File: src/hdl/lcd4_pkg.sv
// Shared types and constants for the 4-bit character LCD sequencer.
// Holds request codes, queue entry layout and the power-up step table.
// No dependencies.
package lcd4_pkg;

	localparam int unsigned WAIT_W    = 9;
	localparam int unsigned WAIT_MAX  = 511;
	localparam int unsigned STEP_W    = 4;
	localparam logic [STEP_W-1:0] INIT_LAST_STEP = 4'd14;

	typedef enum logic [2:0] {
		OP_COMMAND = 3'd0,
		OP_DATA    = 3'd1,
		OP_GOTO    = 3'd2,
		OP_CLEAR   = 3'd3,
		OP_HOME    = 3'd4,
		OP_INIT    = 3'd5
	} opcode_t;

	// which wait a step ends with
	typedef enum logic [2:0] {
		WS_NONE  = 3'd0,
		WS_ONE   = 3'd1,
		WS_CLEAR = 3'd2,
		WS_1MS   = 3'd3,
		WS_5MS   = 3'd4,
		WS_15MS  = 3'd5
	} wait_sel_t;

	// one request as the back end sees it
	typedef struct packed {
		logic       is_init;
		logic       rs;
		logic [7:0] data;
		logic       long_wait;
	} entry_t;

	typedef struct packed {
		logic   valid;
		entry_t entry;
	} qhead_t;

	typedef struct packed {
		logic      strobe;
		logic [3:0] nibble;
		wait_sel_t wsel;
	} init_step_t;

	// power-up sequence: long wait, 3 x 0x3, 0x2, then 28 08 01 06 0C
	function automatic init_step_t init_step(input logic [STEP_W-1:0] idx);
		init_step_t s;
		case (idx)
			4'd0:    s = '{1'b0, 4'h0, WS_15MS};
			4'd1:    s = '{1'b1, 4'h3, WS_5MS};
			4'd2:    s = '{1'b1, 4'h3, WS_5MS};
			4'd3:    s = '{1'b1, 4'h3, WS_5MS};
			4'd4:    s = '{1'b1, 4'h2, WS_1MS};
			4'd5:    s = '{1'b1, 4'h2, WS_NONE};
			4'd6:    s = '{1'b1, 4'h8, WS_ONE};
			4'd7:    s = '{1'b1, 4'h0, WS_NONE};
			4'd8:    s = '{1'b1, 4'h8, WS_ONE};
			4'd9:    s = '{1'b1, 4'h0, WS_NONE};
			4'd10:   s = '{1'b1, 4'h1, WS_CLEAR};
			4'd11:   s = '{1'b1, 4'h0, WS_NONE};
			4'd12:   s = '{1'b1, 4'h6, WS_ONE};
			4'd13:   s = '{1'b1, 4'h0, WS_NONE};
			4'd14:   s = '{1'b1, 4'hC, WS_ONE};
			default: s = '{1'b0, 4'h0, WS_NONE};
		endcase
		return s;
	endfunction

endpackage

File: src/hdl/lcd4_if.sv
// Valid/ready channel interfaces for requests and bus steps.
// Depends on nothing.
interface lcd4_req_if;
	logic       valid;
	logic       ready;
	logic [2:0] opcode;
	logic [7:0] value;
	logic [5:0] column;
	logic       row;

	modport source (output valid, output opcode, output value, output column,
		output row, input ready);
	modport sink (input valid, input opcode, input value, input column,
		input row, output ready);
endinterface

interface lcd4_step_if;
	logic       valid;
	logic       ready;
	logic       strobe_res;
	logic       reg_select;
	logic [3:0] nibble;
	logic [8:0] wait_ticks;
	logic       backlight;
	logic       last;

	modport source (output valid, output strobe_res, output reg_select,
		output nibble, output wait_ticks, output backlight, output last,
		input ready);
	modport sink (input valid, input strobe_res, input reg_select,
		input nibble, input wait_ticks, input backlight, input last,
		output ready);
endinterface

File: src/hdl/lcd4_front.sv
// Front end: takes requests, decodes them into queue entries.
// Uses lcd4_pkg and lcd4_req_if.
module lcd4_front (
	lcd4_req_if.sink req,
	input  logic            full,
	output logic            push,
	output lcd4_pkg::entry_t entry
);
	logic       known;
	logic [6:0] ddram_addr;

	assign ddram_addr = {1'b0, req.column} + {req.row, 6'b0};

	always_comb begin
		known = 1'b1;
		entry = '{is_init: 1'b0, rs: 1'b0, data: req.value, long_wait: 1'b0};
		case (req.opcode)
			lcd4_pkg::OP_COMMAND: entry.data = req.value;
			lcd4_pkg::OP_DATA:    entry.rs = 1'b1;
			lcd4_pkg::OP_GOTO:    entry.data = {1'b1, ddram_addr};
			lcd4_pkg::OP_CLEAR: begin
				entry.data      = 8'h01;
				entry.long_wait = 1'b1;
			end
			lcd4_pkg::OP_HOME: begin
				entry.data      = 8'h02;
				entry.long_wait = 1'b1;
			end
			lcd4_pkg::OP_INIT:    entry.is_init = 1'b1;
			default:              known = 1'b0;
		endcase
	end

	// unknown opcodes are taken and dropped
	assign req.ready = !full;
	assign push      = req.valid && !full && known;
endmodule

File: src/hdl/lcd4_queue.sv
// Two-entry queue between the request decoder and the step sequencer.
// Uses lcd4_pkg.
module lcd4_queue (
	input  logic             clk,
	input  logic             arst_n,
	input  logic             push,
	input  lcd4_pkg::entry_t push_entry,
	input  logic             pop,
	output logic             full,
	output lcd4_pkg::qhead_t head
);
	lcd4_pkg::entry_t mem_q [2];
	logic       wr_ptr_q;
	logic       rd_ptr_q;
	logic [1:0] count_q;

	always_ff @(posedge clk) begin
		if (push)
			mem_q[wr_ptr_q] <= push_entry;
	end

	always_ff @(posedge clk or negedge arst_n) begin
		if (!arst_n) begin
			wr_ptr_q <= 1'b0;
			rd_ptr_q <= 1'b0;
			count_q  <= 2'd0;
		end else begin
			if (push)
				wr_ptr_q <= !wr_ptr_q;
			if (pop)
				rd_ptr_q <= !rd_ptr_q;
			count_q <= count_q + {1'b0, push} - {1'b0, pop};
		end
	end

	assign full       = count_q[1];
	assign head.valid = count_q != 2'd0;
	assign head.entry = mem_q[rd_ptr_q];
endmodule

File: src/hdl/lcd4_back.sv
// Back end: walks the steps of the request at the queue head into an
// output register. Uses lcd4_pkg and lcd4_step_if.
module lcd4_back #(
	parameter int unsigned TICKS_PER_MS = 20
) (
	input  logic             clk,
	input  logic             arst_n,
	input  lcd4_pkg::qhead_t head,
	output logic             pop,
	lcd4_step_if.source      step
);
	localparam int unsigned T = TICKS_PER_MS;
	localparam logic [lcd4_pkg::WAIT_W-1:0] W_ONE =
		lcd4_pkg::WAIT_W'(1);
	localparam logic [lcd4_pkg::WAIT_W-1:0] W_CLEAR =
		lcd4_pkg::WAIT_W'((1 + 2 * T > lcd4_pkg::WAIT_MAX) ? lcd4_pkg::WAIT_MAX : 1 + 2 * T);
	localparam logic [lcd4_pkg::WAIT_W-1:0] W_1MS =
		lcd4_pkg::WAIT_W'((T > lcd4_pkg::WAIT_MAX) ? lcd4_pkg::WAIT_MAX : T);
	localparam logic [lcd4_pkg::WAIT_W-1:0] W_5MS =
		lcd4_pkg::WAIT_W'((5 * T > lcd4_pkg::WAIT_MAX) ? lcd4_pkg::WAIT_MAX : 5 * T);
	localparam logic [lcd4_pkg::WAIT_W-1:0] W_15MS =
		lcd4_pkg::WAIT_W'((15 * T > lcd4_pkg::WAIT_MAX) ? lcd4_pkg::WAIT_MAX : 15 * T);

	logic [lcd4_pkg::STEP_W-1:0] step_q;
	logic backlight_q;
	logic valid_q;

	lcd4_pkg::init_step_t  ist;
	lcd4_pkg::wait_sel_t   wsel;
	logic                  n_strobe;
	logic                  n_rs;
	logic [3:0]            n_nibble;
	logic                  n_last;
	logic [lcd4_pkg::WAIT_W-1:0] n_wait;
	logic                  load;

	always_comb begin
		ist = lcd4_pkg::init_step(step_q);
		if (head.entry.is_init) begin
			n_strobe = ist.strobe;
			n_rs     = 1'b0;
			n_nibble = ist.nibble;
			wsel     = ist.wsel;
			n_last   = step_q == lcd4_pkg::INIT_LAST_STEP;
		end else begin
			// high nibble first with no wait, then the low nibble
			n_strobe = 1'b1;
			n_rs     = head.entry.rs;
			n_nibble = step_q[0] ? head.entry.data[3:0] : head.entry.data[7:4];
			if (!step_q[0])
				wsel = lcd4_pkg::WS_NONE;
			else if (head.entry.long_wait)
				wsel = lcd4_pkg::WS_CLEAR;
			else
				wsel = lcd4_pkg::WS_ONE;
			n_last = step_q[0];
		end
	end

	always_comb begin
		case (wsel)
			lcd4_pkg::WS_NONE:  n_wait = '0;
			lcd4_pkg::WS_ONE:   n_wait = W_ONE;
			lcd4_pkg::WS_CLEAR: n_wait = W_CLEAR;
			lcd4_pkg::WS_1MS:   n_wait = W_1MS;
			lcd4_pkg::WS_5MS:   n_wait = W_5MS;
			lcd4_pkg::WS_15MS:  n_wait = W_15MS;
			default:            n_wait = '0;
		endcase
	end

	assign load = head.valid && (!valid_q || step.ready);
	assign pop  = load && n_last;

	always_ff @(posedge clk or negedge arst_n) begin
		if (!arst_n) begin
			step_q      <= '0;
			backlight_q <= 1'b0;
			valid_q     <= 1'b0;
		end else begin
			if (load) begin
				valid_q <= 1'b1;
				step_q  <= n_last ? '0 : step_q + 1'b1;
				// backlight goes on after the opening wait of power-up
				if (head.entry.is_init)
					backlight_q <= 1'b1;
			end else if (step.ready) begin
				valid_q <= 1'b0;
			end
		end
	end

	always_ff @(posedge clk) begin
		if (load) begin
			step.strobe_res <= n_strobe;
			step.reg_select <= n_rs;
			step.nibble     <= n_nibble;
			step.wait_ticks <= n_wait;
			step.backlight  <= backlight_q;
			step.last       <= n_last;
		end
	end

	assign step.valid = valid_q;
endmodule

File: src/hdl/char_lcd_4bit_sequencer.sv
// Top level of the 4-bit character LCD sequencer.
// Depends on lcd4_pkg, lcd4_if, lcd4_front, lcd4_queue and lcd4_back.
//
//  channel | dir | fields
//  req     | in  | opcode, value, column, row
//  step    | out | strobe_res, reg_select, nibble, wait_ticks, backlight, last
//
// One bus step leaves per cycle while step.ready is high and a request waits;
// lcd4_back sends a byte high nibble first and walks the power-up step table.
// Up to two decoded requests wait in the queue; req.ready drops when it is full.
// A stall on step holds the output register and the step counter.
// Reset clears the queue, the sequencer and the backlight level.
module char_lcd_4bit_sequencer #(
	parameter int unsigned TICKS_PER_MS = 20
) (
	input logic          clk,
	input logic          arst_n,
	lcd4_req_if.sink     req,
	lcd4_step_if.source  step
);
	logic             full;
	logic             push;
	logic             pop;
	lcd4_pkg::entry_t entry;
	lcd4_pkg::qhead_t head;

	lcd4_front u_front (
		.req   (req),
		.full  (full),
		.push  (push),
		.entry (entry)
	);

	lcd4_queue u_queue (
		.clk        (clk),
		.arst_n     (arst_n),
		.push       (push),
		.push_entry (entry),
		.pop        (pop),
		.full       (full),
		.head       (head)
	);

	lcd4_back #(
		.TICKS_PER_MS (TICKS_PER_MS)
	) u_back (
		.clk    (clk),
		.arst_n (arst_n),
		.head   (head),
		.pop    (pop),
		.step   (step)
	);
endmodule

File: src/flat_wrapper.sv
// flat-port wrapper written by rule: the top's interface ports become plain ports
module char_lcd_4bit_sequencer_flat 
#(
	parameter int unsigned TICKS_PER_MS = 20
)
  (clk, arst_n, req_valid, req_opcode, req_value, req_column, req_row, req_ready, step_valid, step_strobe_res, step_reg_select, step_nibble, step_wait_ticks, step_backlight, step_last, step_ready);
  lcd4_req_if req_i ();
  lcd4_step_if step_i ();
  input logic clk;
  input logic arst_n;
  input wire logic [$bits(req_i.valid)-1:0] req_valid;
  input wire logic [$bits(req_i.opcode)-1:0] req_opcode;
  input wire logic [$bits(req_i.value)-1:0] req_value;
  input wire logic [$bits(req_i.column)-1:0] req_column;
  input wire logic [$bits(req_i.row)-1:0] req_row;
  output wire logic [$bits(req_i.ready)-1:0] req_ready;
  output wire logic [$bits(step_i.valid)-1:0] step_valid;
  output wire logic [$bits(step_i.strobe_res)-1:0] step_strobe_res;
  output wire logic [$bits(step_i.reg_select)-1:0] step_reg_select;
  output wire logic [$bits(step_i.nibble)-1:0] step_nibble;
  output wire logic [$bits(step_i.wait_ticks)-1:0] step_wait_ticks;
  output wire logic [$bits(step_i.backlight)-1:0] step_backlight;
  output wire logic [$bits(step_i.last)-1:0] step_last;
  input wire logic [$bits(step_i.ready)-1:0] step_ready;
  assign req_i.valid = req_valid;
  assign req_i.opcode = req_opcode;
  assign req_i.value = req_value;
  assign req_i.column = req_column;
  assign req_i.row = req_row;
  assign req_ready = req_i.ready;
  assign step_valid = step_i.valid;
  assign step_strobe_res = step_i.strobe_res;
  assign step_reg_select = step_i.reg_select;
  assign step_nibble = step_i.nibble;
  assign step_wait_ticks = step_i.wait_ticks;
  assign step_backlight = step_i.backlight;
  assign step_last = step_i.last;
  assign step_i.ready = step_ready;
  char_lcd_4bit_sequencer #(.TICKS_PER_MS(TICKS_PER_MS)) u_core (.clk(clk), .arst_n(arst_n), .req(req_i), .step(step_i));
endmodule
File: config.mk
export PLATFORM = sky130hd
export DESIGN_NAME = char_lcd_4bit_sequencer_flat
export DESIGN_NICKNAME = d
export VERILOG_FILES = /design/src/hdl/lcd4_pkg.sv /design/src/hdl/lcd4_if.sv /design/src/hdl/lcd4_front.sv /design/src/hdl/lcd4_queue.sv /design/src/hdl/lcd4_back.sv /design/src/hdl/char_lcd_4bit_sequencer.sv /design/src/flat_wrapper.sv
export SDC_FILE = /design/constraint.sdc
export NUM_CORES = 1
export LEC_CHECK = 0
export ABC_AREA = 1
export BUFFER_PORTS_ARGS = -buffer_cell sky130_fd_sc_hd__clkbuf_2
export CAP_MARGIN = 20
export CORE_MARGIN = 1
export CORE_UTILIZATION = 30
export CTS_CLUSTER_DIAMETER = 120
export DETAILED_ROUTE_END_ITERATION = 8
export GPL_TIMING_DRIVEN = 0
export PLACE_DENSITY = 0.5
export SYNTH_ARGS = -nofsm -noshare
export SYNTH_HDL_FRONTEND = slang
export SYNTH_SLANG_ARGS = --single-unit
export TNS_END_PERCENT = 20
File: constraint.sdc
create_clock -name clk -period 6.14 [get_ports clk]
set_clock_uncertainty 0.05 [all_clocks]
set_input_delay 0.614 -clock clk [delete_from_list [all_inputs] [get_ports clk]]
set_output_delay 0.614 -clock clk [all_outputs]
set_load 0.1 [all_outputs]
# After elaboration in Yosys (flattened, before gate mapping)
# Memories as Yosys holds them, arrays and structs flattened.
# Cells that the tools add are included.
# totals
ram_bits,22
mem_bits_ro,128
register_bits,27
n_memories,2
output_inout_bits,19
# classes
n_mux,17
n_reduce_logical,15
n_eq_ne,11
addsub,4
# mem_list
memory,depth,word_bits,read_ports,rd_clocked_by_memory_dff,write_ports,line_no,source
(name not given),16,8,1,0,0,lcd4_pkg.sv:52,case (idx)
u_core.u_queue.mem_q,2,11,1,0,1,lcd4_queue.sv:12,lcd4_pkg::entry_t mem_q [2];
# op_table
cell,count
9-bit one-hot mux with 5 select lines,1
8-bit one-hot mux with 3 select lines,1
3-bit by 2-bit equality test with 1-bit output (second input constant),4
3-bit equality test (second input constant),4
4-bit two-way mux,3
1-bit two-way mux,9
6-bit by 7-bit adder with 7-bit output,1
3-bit by 1-bit equality test with 1-bit output (second input constant),2
6-bit OR reduction,1
4-bit by 1-bit adder with 4-bit output (second input constant),1
4-bit equality test (second input constant),1
1-bit logical AND,4
1-bit zero test,4
2-bit two-way mux,2
2-bit nonzero test,2
3-bit zero test,1
3-bit two-way mux,1
2-bit by 1-bit adder with 2-bit output,1
2-bit AND reduction,1
2-bit OR reduction,1
2-bit by 1-bit subtractor with 2-bit output,1
1-bit logical OR,1

# Longest topological paths before layout
# depth
ltp_word,6
depth_mapped,14
depth_no_buf,13

# Modules after synthesis
# A second synthesis with hierarchy kept.
# unflattened
cells_unflattened,236
hier_area_um2,2367.3
# modules_own_cells
mod,n_inst,area_each_um2,cells_per_inst,seq_area_each_um2
lcd4_back,1,1147.4,117,600.6
lcd4_queue,1,1039.7,81,760.7
lcd4_front,1,180.2,38,0.0

# Worst setup path before layout
# OpenSTA, ideal clock, no wires.
# synth_timing
kind,reg-to-reg
start,reg u_core.u_back.valid_q (netlist: u_core.u_back.step.valid)
end,reg u_core.u_queue.count_q[1]
stages_incl_launch_ff,11
t_arrival_ps,2325
required_time_ps,5929
slack_ps,3604
synth_period_minus_slack_ps,2536
setup_time_ps,161
path_cell_list,dfrtp_1 > nand2_1 > o21ai_1 > inv_2 > nand2_2 > inv_1 > ha_1 > inv_1 > ha_1 > xnor2_1 > xor2_1
# synth_between
elab_chain_len,5
# synth_lines
element,line_no,source
start: declaration,lcd4_back.sv:26,logic valid_q;
start signal: assignment,lcd4_back.sv:79,valid_q <= 1'b0;
start signal: assignment,lcd4_back.sv:82,valid_q <= 1'b1;
start signal: assignment,lcd4_back.sv:88,valid_q <= 1'b0;
1-bit zero test,lcd4_back.sv:72,assign load = head.valid && (!valid_q || step.ready);
1-bit logical OR,lcd4_back.sv:72,
1-bit logical AND,lcd4_back.sv:72,
via u_core.u_back.load,lcd4_back.sv:35,logic load;
1-bit logical AND,lcd4_back.sv:73,assign pop = load && n_last;
via u_core.pop,char_lcd_4bit_sequencer.sv:23,logic pop;
2-bit by 1-bit subtractor with 2-bit output,lcd4_queue.sv:32,"count_q <= count_q + {1'b0, push} - {1'b0, pop};"
end signal: assignment,lcd4_queue.sv:32,
end: declaration,lcd4_queue.sv:15,logic [1:0] count_q;
# The timed path passes the listed nets, and every way through them passes these cells.
# A chain may end at the register's enable or synchronous reset.

# Final worst setup path
# layout_timing
start,reg u_core.u_back.step_q[0] (netlist name)
end,reg u_core.u_queue.count_q[1]
# layout_between
elab_chain_len,4
# layout_lines
element,line_no,source
start: declaration,lcd4_back.sv:24,logic [lcd4_pkg::STEP_W-1:0] step_q;
start signal: assignment,lcd4_back.sv:83,step_q <= n_last ? '0 : step_q + 1'b1;
4-bit equality test,lcd4_back.sv:44,n_last = step_q == lcd4_pkg::INIT_LAST_STEP;
1-bit two-way mux (*),lcd4_back.sv:39,if (head.entry.is_init) begin
via u_core.u_back.n_last,lcd4_back.sv:33,logic n_last;
1-bit logical AND (*),lcd4_back.sv:73,
via u_core.pop,char_lcd_4bit_sequencer.sv:23,
2-bit by 1-bit subtractor with 2-bit output (*),lcd4_queue.sv:32,
# Mark *: on every way through the listed nets, which the timed path passes. The rest lies on a longest branch.

==> run metrics <==
final hold vios=0; DRC errors left=0; clock latency on the worst-skew pair=0.29 ns; Reg-to-Reg End=u_core.u_queue.count_q[1]$_DFF_PN0_; H-tree depth=2; endpoint class of the critical path=flip-flop; synth top area cells=edfxtp_1 (48%), dfrtp_1 (11%), nand2_1 (6.0%); FF-to-FF setup slack=3.84 ns; I/O pin total=41; fin nets=294; CORE AREA=7330 um2; cell count of the worst reg-to-reg path=14; hpwl dp=3020 um; post-synthesis mux area share=0%; Adder-Cell Fraction of Synth Area=3.26%; maxcap violations=0; largest net degree at the start of global routing=25; CTS root buf=clkbuf_8; Final Cycle Share=37.4%; CP required=6.32 ns; initial antenna violation count=0; number of synthesized flops with an enable pin=37; CP Class=flip-flop to flip-flop; critical path fanouts, max=10; register area share after synthesis=59.1%; # rows=31; Max Clk Rate=435 MHz; vias per cell=4.30; unique cell type count in the Yosys netlist=31; Routed WL per cell=10.9 um; met2 wire len=1920 um; Post-Synth Simple-Gate Area=24.1%; Area Growth Syn to Fin=17.7%; Hold Buf Count CTS=0; Cell Count, Final, Fillers Out=366; #FFs+latches synth=47; Place WS=3.69 ns; Finished Cell Area=2710 um2; fin crit period=2.30 ns; post-route setup TNS=0 ns; largest family of logic cells by synthesized area=simple AND/OR/NAND/NOR gates; wirelength, routed=3980 um; Worst-Margin Slew=0.941 ns; Reg clk slew, reported paths=0.09 ns; Highest Signal Layer=met4; GRT overflow=0; ANT cells=0; synthesized instance count=220; Yosys top cell by area=edfxtp_1; Slew HR=37.0%; layout cells sized above 1=30.7%; CP Launch Type=flip-flop; vias in the first global route=1,487; met3 routed WL=188 um; Critical path origin=u_core.u_back.step_q[0]$_DFFE_PN0P_; clock tree buffer depth=2; first-pass GRT wire length=6870 um; CTS tree=built; Cells after DPL=358; Die X=89.6 um; Post-Syn Area=2300 um2; asr flop ratio synth=21.3%; post-route setup slack=3.84 ns; Post-Syn Area per Cell=10.5 um2; worst setup path end=u_core.u_queue.count_q[1]$_DFF_PN0_; synth cell count leaders=edfxtp_1 (37), nand2_1 (37), nand3_1 (26), nor2_1 (23), inv_1 (13); DR pass1 iterations=4; Detail Route Antenna Nets=0; Synth Area in XOR/XNOR=1.52%; dpl cell area=2620 um2; # setup viols final=0; overall routing resource usage=11.5%; Primary FF master, synth=edfxtp_1; initial DRC count=61; Metal-1 WL=1850 um; reg-to-reg critical path startpoint=u_core.u_back.step_q[0]$_DFFE_PN0P_; Starting Density=31.4%; status=finished clean; Die Height=89.6 um; Arr. time, crit path=2.47 ns; post_cts resized=0; Port Buf Inserts=38; Ys Warns=0; RSZ-0062 raised after global routing=false; top cell type's share of synthesized area=48.3%; clock sinks=47; DR vias=1,575; complex-gate fraction of the synthesized area=5.71%; worst hold path class=input pin to async pin; die area=8030 um2; setup bufs post-CTS=0; total CTS buffers=5; RePlAce Congestion=0.749; Slew Limit Fails=0
[cell usage in the layout, fill, tap and decap left out, drive strengths merged]
cell type	n
inv	23
clkbuf	44
clkinvlp	1
nand3	29
nor3	2
a21oi	2
xor2	3
or3	1
buf	7
a21boi	1
nor2	27
edfxtp	37
o21bai	1
o211ai	1
xnor2	1
o21ai	16
nand2	50
nand4	1
ha	6
o22ai	1
conb	2
o21a	1
dfrtp	10
[critical path, cell delays in order, from the launching register on]
cell     delay, ns
dfrtp_1       0.43
buf_8         0.16
inv_2         0.15
ha_1          0.19
nand2_1       0.06
nor2_1        0.11
nand2_2       0.09
nand2_2       0.08
nand2_2       0.08
inv_1         0.10
ha_1          0.23
inv_1         0.05
ha_1          0.14
xnor2_1       0.13
xor2_1        0.15
[state kept, by name, indices dropped and copies added (netlist names)]
name,count
u_core.u_back.step.valid,1
u_core.u_back.step.nibble,4
u_core.u_queue.mem_q,22
u_core.u_back.step.last,1
u_core.u_back.step.backlight,1
u_core.u_back.step_q,4
u_core.u_back.backlight_q,1
u_core.u_queue.count_q,2
u_core.u_queue.wr_ptr_q,1
u_core.u_back.step.strobe_res,1
u_core.u_back.step.reg_select,1
u_core.u_back.step.wait_ticks,7
u_core.u_queue.rd_ptr_q,1
[per-stage QoR]
stage | hold slack (ns) | utilization [%]
after detailed placement | 0.374 | 35.7
after global routing | 0.128 | 37.0
final | 0.124 | 37.0
after floorplan | 0.268 | -
after CTS | 0.131 | 37.0
after global placement | 0.384 | 35.7
[metal layers]
layer  global-route usage (%)  vias to the layer above
met5                        0                        -
li1                         -                      827
met3                     2.83                        2
met1                     15.1                      705
met4                     3.90                        0
met2                     18.7                       41
[cell type report]
| class | count | area [um2] |
|---|---|---|
| plain buffers | 7 | 58.8 |
| clock buffers | 6 | 72.6 |
| fillers | 750 | 4620 |
| repair buffers | 38 | 190 |
| inverters | 22 | 82.6 |
| well taps | 99 | 124 |
| flip-flops and latches | 47 | 1360 |
| multi-input cells | 145 | 803 |
| clock inverters | 2 | 16.3 |
[worst min-delay path by stage]
| stage | from | endpoint | cells after the start |
|---|---|---|---|
| floorplan | arst_n | u_core.u_back.backlight_q$_DFFE_PN0P_ | 0 |
| global placement | u_core.u_back.backlight_q$_DFFE_PN0P_ | u_core.u_back.step.backlight$_DFFE_PP_ | 0 |
| detailed placement | u_core.u_back.backlight_q$_DFFE_PN0P_ | u_core.u_back.step.backlight$_DFFE_PP_ | 0 |
| CTS | arst_n | u_core.u_back.step_q[2]$_DFFE_PN0P_ | 1 |
| global route | arst_n | u_core.u_queue.rd_ptr_q$_DFFE_PN0P_ | 1 |
| finish | arst_n | u_core.u_back.step_q[2]$_DFFE_PN0P_ | 1 |
[cell families (layout without fill, tap and decap cells)]
family,count (synthesis),after routing
other,1,2
AOI/OAI and AO/OA,23,23
and+or+nand+nor,110,110
DFF,47,47
adders and majority gates,6,6
xor gates and xnor gates,4,4
buffers and inverters,29,75
Power is not shown: default switching activity piles up to over one toggle a cycle in this logic, so the estimate is an artifact.
